`src/design/ohtab_pkg.sv`:
```
// ----------------------------------------------------------------------------
// ohtab_pkg
// Shared types, constants and the key hash for the open addressing hash table.
// ----------------------------------------------------------------------------
`default_nettype none

package ohtab_pkg;

    localparam int KEY_W        = 64;
    localparam int VAL_W        = 64;
    localparam int LIMIT_W      = 11;
    localparam int LIVE_W       = 11;
    localparam int STATUS_W     = 3;
    localparam int SLOTS_DEFAULT = 1024;
    localparam logic [LIMIT_W-1:0] LIMIT_RESET = 11'd768;

    // slot word: occupied, deleted, key, value
    localparam int WORD_W       = 2 + KEY_W + VAL_W;

    localparam int HASH_STEPS   = 7;
    localparam int STEP_W       = 3;
    localparam int Q_DEPTH      = 2;

    typedef enum logic [1:0] {
        OP_GET    = 2'd0,
        OP_PUT    = 2'd1,
        OP_REMOVE = 2'd2,
        OP_CLEAR  = 2'd3
    } op_t;

    typedef enum logic [STATUS_W-1:0] {
        ST_INSERTED  = 3'd0,
        ST_UPDATED   = 3'd1,
        ST_FOUND     = 3'd2,
        ST_NOT_FOUND = 3'd3,
        ST_REMOVED   = 3'd4,
        ST_FULL      = 3'd5
    } status_t;

    typedef struct packed {
        op_t               op;
        logic [KEY_W-1:0]  key;
        logic [VAL_W-1:0]  value;
    } req_t;

    typedef enum logic [1:0] {
        F_IDLE,
        F_HASH,
        F_PUSH
    } front_state_t;

    typedef enum logic [2:0] {
        B_INIT,
        B_IDLE,
        B_READ,
        B_CHECK,
        B_CLEAR,
        B_RESP
    } back_state_t;

    // one round of the shift-add-xor integer hash
    function automatic logic [KEY_W-1:0] hash_step(input logic [STEP_W-1:0] step,
                                                   input logic [KEY_W-1:0] k);
        logic [KEY_W-1:0] r;
        begin
            case (step)
                3'd0:    r = (~k) + (k << 21);
                3'd1:    r = k ^ (k >> 24);
                3'd2:    r = k + (k << 3) + (k << 8);
                3'd3:    r = k ^ (k >> 14);
                3'd4:    r = k + (k << 2) + (k << 4);
                3'd5:    r = k ^ (k >> 28);
                3'd6:    r = k + (k << 31);
                default: r = k;
            endcase
            return r;
        end
    endfunction

endpackage

`default_nettype wire

```
`src/design/ohtab_queue.sv`:
```
// ----------------------------------------------------------------------------
// ohtab_queue
// Two-entry register queue between the front and the back.
// ----------------------------------------------------------------------------
`default_nettype none

module ohtab_queue #(
    parameter int DATA_W = 8
) (
    input  wire logic              clk,
    input  wire logic              rst_n,
    input  wire logic              push,
    input  wire logic [DATA_W-1:0] push_data,
    output logic                   full,
    input  wire logic              pop,
    output logic                   not_empty,
    output logic      [DATA_W-1:0] head
);

    localparam int PTR_W = $clog2(ohtab_pkg::Q_DEPTH);
    localparam int CNT_W = $clog2(ohtab_pkg::Q_DEPTH + 1);

    logic [DATA_W-1:0] mem_reg [ohtab_pkg::Q_DEPTH];
    logic [PTR_W-1:0]  wr_reg, rd_reg;
    logic [CNT_W-1:0]  count_reg;
    logic              do_push, do_pop;

    assign full      = (count_reg == CNT_W'(ohtab_pkg::Q_DEPTH));
    assign not_empty = (count_reg != '0);
    assign do_push   = push && !full;
    assign do_pop    = pop && not_empty;
    assign head      = mem_reg[rd_reg];

    always_ff @(posedge clk or negedge rst_n)
    begin
        if (!rst_n)
        begin
            wr_reg    <= '0;
            rd_reg    <= '0;
            count_reg <= '0;
        end
        else
        begin
            if (do_push)
            begin
                wr_reg <= wr_reg + 1'b1;
            end
            if (do_pop)
            begin
                rd_reg <= rd_reg + 1'b1;
            end
            case ({do_push, do_pop})
                2'b10:   count_reg <= count_reg + 1'b1;
                2'b01:   count_reg <= count_reg - 1'b1;
                default: count_reg <= count_reg;
            endcase
        end
    end

    always_ff @(posedge clk)
    begin
        if (do_push)
        begin
            mem_reg[wr_reg] <= push_data;
        end
    end

endmodule

`default_nettype wire

```
`config.mk`:
```
export PLATFORM = sky130hd
export DESIGN_NAME = ohtab_queue
export DESIGN_NICKNAME = d
export VERILOG_FILES = /design/src/design/ohtab_pkg.sv /design/src/design/ohtab_queue.sv
export SDC_FILE = /design/constraint.sdc
export NUM_CORES = 1
export LEC_CHECK = 0
export BUFFER_PORTS_ARGS = -buffer_cell sky130_fd_sc_hd__buf_2
export CORE_UTILIZATION = 44
export DETAILED_ROUTE_END_ITERATION = 8
export PLACE_DENSITY = 0.68
export SYNTH_ARGS = -nofsm -noshare
export SYNTH_HDL_FRONTEND = slang
export SYNTH_SLANG_ARGS = --single-unit
```
`constraint.sdc`:
```
create_clock -name clk -period 1.6 [get_ports clk]
set_clock_uncertainty 0.1 [all_clocks]
set_input_delay 0.48 -clock clk [delete_from_list [all_inputs] [get_ports clk]]
set_output_delay 0.48 -clock clk [all_outputs]
set_load 0.01 [all_outputs]
```
---- Yosys cells after proc, flatten, opt, wreduce, memory -nomap -nowiden ----
Memories as Yosys holds them, arrays and structs flattened.
Index checks and enable logic that the tools add are counted.
storage, ports and cells
  memories kept ........................... 1
  word-level logic and storage cells ...... 19
  bits in writable memories ............... 16
  flip-flop bits (word level) ............. 4
  ROM bits ................................ 0
  bits of input ports ..................... 12
  bits in latches ......................... 0
  output and inout port bits .............. 10
memory list
  memory   words  width  rd ports  clocked after memory_dff  write ports  line               text
  mem_reg  2      8      1         0                         1            ohtab_queue.sv:23  logic [DATA_W-1:0] mem_reg [ohtab_pkg::Q_DEPTH];
cells by class
  shift operators ......................... 0
  multiply operators ...................... 0
  bitwise logic cells ..................... 0
  eq/ne operators ......................... 3
  multiplexer cells ....................... 3
  reductions and logical operators ........ 5
  div/mod/pow operators ................... 0
  $lt $le $gt $ge ......................... 0
  add/sub/neg operators ................... 4
operators with widths
  kind                                               number
  == test 2 bit (second input constant)              2
  case mux 2 bit (2 select lines)                    1
  nonzero test 2 bit                                 2
  adder 1 bit (second input constant)                2
  adder 2 x 1 -> 2 bit (second input constant)       1
  == test 2 x 1 -> 1 bit (second input constant)     1
  logical AND 1 bit                                  2
  two-way mux 1 bit                                  2
  subtractor 2 x 1 -> 2 bit (second input constant)  1
  zero test 1 bit                                    1

---- Depth between registers and ports, before layout ----
  word-level depth ........................ 5
  gate-level depth with buffers ........... 6
  depth with buffers taken out ............ 6

---- Least setup slack after synthesis ----
OpenSTA, ideal clock, no wires.
  path kind ............................... register -> register
  start point ............................. register count_reg[0]
  end point ............................... register count_reg[1]
  setup time .............................. 0.079 ns
  buffers on the path ..................... 0
  required time ........................... 1.421 ns
  cell stages (with the launch flop) ...... 6
  data arrival time ....................... 1.396 ns
  slack ................................... 0.025 ns
  cell sequence ........................... dfrtp_1 or2_1 and2_4 ha_1 nor2_1 xor2_1
between the ends
  elaborated cells between the ends (all ways) .. 11
  those cells by class .................... add/sub (2); eq/ne (3); mux (1); reduce/logical (5)
RTL lines
  item                                                                   line               text
  start: declaration                                                     ohtab_queue.sv:25  logic [CNT_W-1:0] count_reg;
  start signal: assignment                                               ohtab_queue.sv:53  2'b10: count_reg <= count_reg + 1'b1;
  start signal: assignment                                               ohtab_queue.sv:54  2'b01: count_reg <= count_reg - 1'b1;
  start signal: assignment                                               ohtab_queue.sv:55  default: count_reg <= count_reg;
  nonzero test 2 bit (*)                                                 ohtab_queue.sv:29  assign not_empty = (count_reg != '0);
  net not_empty                                                          ohtab_queue.sv:16  output logic not_empty,
  logical AND 1 bit (*)                                                  ohtab_queue.sv:31  assign do_pop = pop && not_empty;
  net do_pop                                                             ohtab_queue.sv:26  logic do_push, do_pop;
  == test 2 x 1 -> 1 bit or == test 2 bit (tied branches)                ohtab_queue.sv:52  case ({do_push, do_pop})
  case mux 2 bit (2 select lines) or nonzero test 2 bit (tied branches)  n/a
Mark *: on every way through the listed nets, which the timed path passes. The rest lies on a longest branch.
A chain may end at the register's enable or synchronous reset.

---- Worst setup path after layout ----
  start point ............................. register rd_reg
  end point ............................... output port head[3]
between the ends
  word-level cells in the longest chain between the ends .. 1
RTL lines
  item                      line               text
  start: declaration        ohtab_queue.sv:24  logic [PTR_W-1:0] wr_reg, rd_reg;
  start signal: assignment  ohtab_queue.sv:50  rd_reg <= rd_reg + 1'b1;
  memory (2 x 8 bit)        n/a
  end: declaration          ohtab_queue.sv:17  output logic [DATA_W-1:0] head
Every way passes these cells.

==> results.tsv <==
metric	value	unit
drtIter0Drc	9	
rows	14	
ys_seq_elements	20	
pre_cts_ws	-0.0415	ns
period_minus_slack	1.85	ns
gr-usage-all-layers	15.4	%
grt_pass1_vias	473	
cts.sinks	20	
holdCritStartpoint	push_data[6]	
slew_violations	0	
maxCapViolCount	0	
layout_common_cells	edfxtp_1 (16), buf_2 (12), buf_6 (12)	
core-area	1580	um2
rsz0062_at_grt	true	
powerDensity	1870	nW/um2
cts_made_buffers	3	
port_buffers	21	
reg2regPathDepth	6	
dp_hpwl	821	um
max_slew_margin	85.6	%
drc	0	
routed_wl	1240	um
finalHoldViolCount	0	
final_nets	91	
r2r_slack	0.05	ns
cts-htree-levels	1	
cts_root_buffer	clkbuf_4	
setup_tns	-1.99	ns
cp_max_fo	5	
place_congestion	0.615	
clkLatencyLatePin	0.29	ns
required	1.02	ns
synth_area	774	um2
finalWorstSetupSlack	-0.246	ns
chipWidth	44.0	um
largest_reg_flops	16	
cts_tree	built	
arrival	1.27	ns
worstReg2RegEnd	count_reg[1]	
cts.clk_slew.worst_paths	0.11	ns
whs_endpoint	mem_reg[1][6]	
synth_cells	43	
vias	466	
ios	22	
violations	negative setup slack	
startpoint_type	flop	
viasPerCell	5.01	
finalSetupViolations	10	
p_leak	0.459	nW
fin_total_pwr	0.00206	W
cp_slowest_cell	dfrtp_2	
r2r-start	count_reg[0]	
fmax	0.542	GHz
avgSynthCellArea	18.0	um2
ys_types	14	
grt_remaining_overflow	0	
grt_max_degree	12	
start_util	49.1	%
syn-num-nets	56	
synth-warning-count	0	
diodes	0	
min_path_type	primary input to flop	
grt_pass1_wl	2040	um
post_drt_wl_per_cell	13.4	um
crit_path_frequent_cell	buf_6	
status	finished with violations	
cpPeakStageDelay	0.39	ns
min_period_over_period	115	%
area_delta_synth_final	42.2	%
yosysSeqAreaShare	75.0	%
dieArea	1930	um2
path_cells	buf_6 -> mux2_2 -> buf_6	
min_path_cells	1	
final_common_cell	edfxtp_1	
postRouteAntennaNets	0	
nFillCells	118	
die_y	44.0	um
clock_path_buffers	2	
worst_setup_path_end_kind	output pin	
ir_drop	987	uV
drive_gt1_share	66.2	%
antenna_found_initial	0	
drtPass1Iterations	6	
setup.worst_path.class	flop to output pin	
tightest_slew	0.215	ns
==> routing by layer <==
metal,GRT usage (%),vias to the layer above,share of wire (%)
met2,27.5,12,57
li1,-,223,-
met5,0,-,0
met1,16.2,231,40
met3,5.00,0,3.1
met4,7.27,0,0
==> worst max path at each step <==
stage                     cells past startpoint          from      endpoint  slack [ns]
after global placement                        2        rd_reg       head[0]       -0.03
after global routing                          3        rd_reg       head[0]       -0.29
after CTS                                     3        rd_reg       head[3]       -0.25
final                                         3        rd_reg       head[3]       -0.25
after detailed placement                      2        rd_reg       head[3]       -0.04
after floorplan                               5  count_reg[0]  count_reg[1]        0.02
==> power breakdown <==
group	switching (W)	internal (W)
Sequential	0.0000591	0.000730
Clock	0.000142	0.000138
Combinational	0.000394	0.000599
Total	0.000596	0.00147
==> per-stage QoR <==
step                      util (%)  std cells  area (um2)  hold WS (ns)
after detailed placement      58.7         83         925         0.197
after CTS                     67.6         91        1070         0.262
after floorplan                  -         43         774        0.0844
after global placement        58.7         83         925         0.193
final                         69.8         93        1100         0.269
after global routing          69.8         93        1100         0.244
==> critical path: cells and delay by family (launching register included) <==
kind,cells,cell delay (ns)
buffers and inverters,2,0.24
multiplexers,1,0.34
flip-flops,1,0.39
==> cell usage after synthesis, drive strengths merged <==
cell | instances | area [um2]
xor2 | 2 | 17.5
ha | 1 | 12.5
mux2 | 8 | 90.1
nand2 | 1 | 3.75
xnor2 | 3 | 26.3
buf | 1 | 5.00
nor2 | 2 | 7.51
nand2b | 1 | 6.26
and3 | 1 | 6.26
dfrtp | 4 | 100
edfxtp | 16 | 480
and2 | 1 | 8.76
or2 | 1 | 6.26
inv | 1 | 3.75
==> cells by family (layout without fill, tap and decap cells) <==
family                   after synthesis  after routing  share of synthesized area [%]
flip-flops                            20             20                           75.0
multiplexers                           8              8                           11.6
AND/OR/NAND/NOR                        7              7                           5.01
XOR/XNOR                               5              5                           5.66
buffers and inverters                  2             36                           1.13
adder cells (fa/ha/maj)                1              1                           1.62
==> layout make-up <==
class | instances | area [um2] | area share [%]
Tap cell | 16 | 20.0 | 1.82
Multi-Input combinational cell | 21 | 209 | 19.0
Sequential cell | 20 | 582 | 52.8
Inverter | 1 | 3.75 | 0.341
Clock buffer | 4 | 36.3 | 3.30
Timing Repair Buffer | 31 | 250 | 22.7
==> what timing repair did <==
item                                    in CTS  in global routing
setup buffers                                3                  2
pin swaps                                    0                  2
hold buffers                                 1                  0
hold endpoints to repair                     4                  0
gates resized for setup                     16                  5
endpoints found under the setup margin      11                 11
Note: power is estimated with default switching activity, not from simulation.
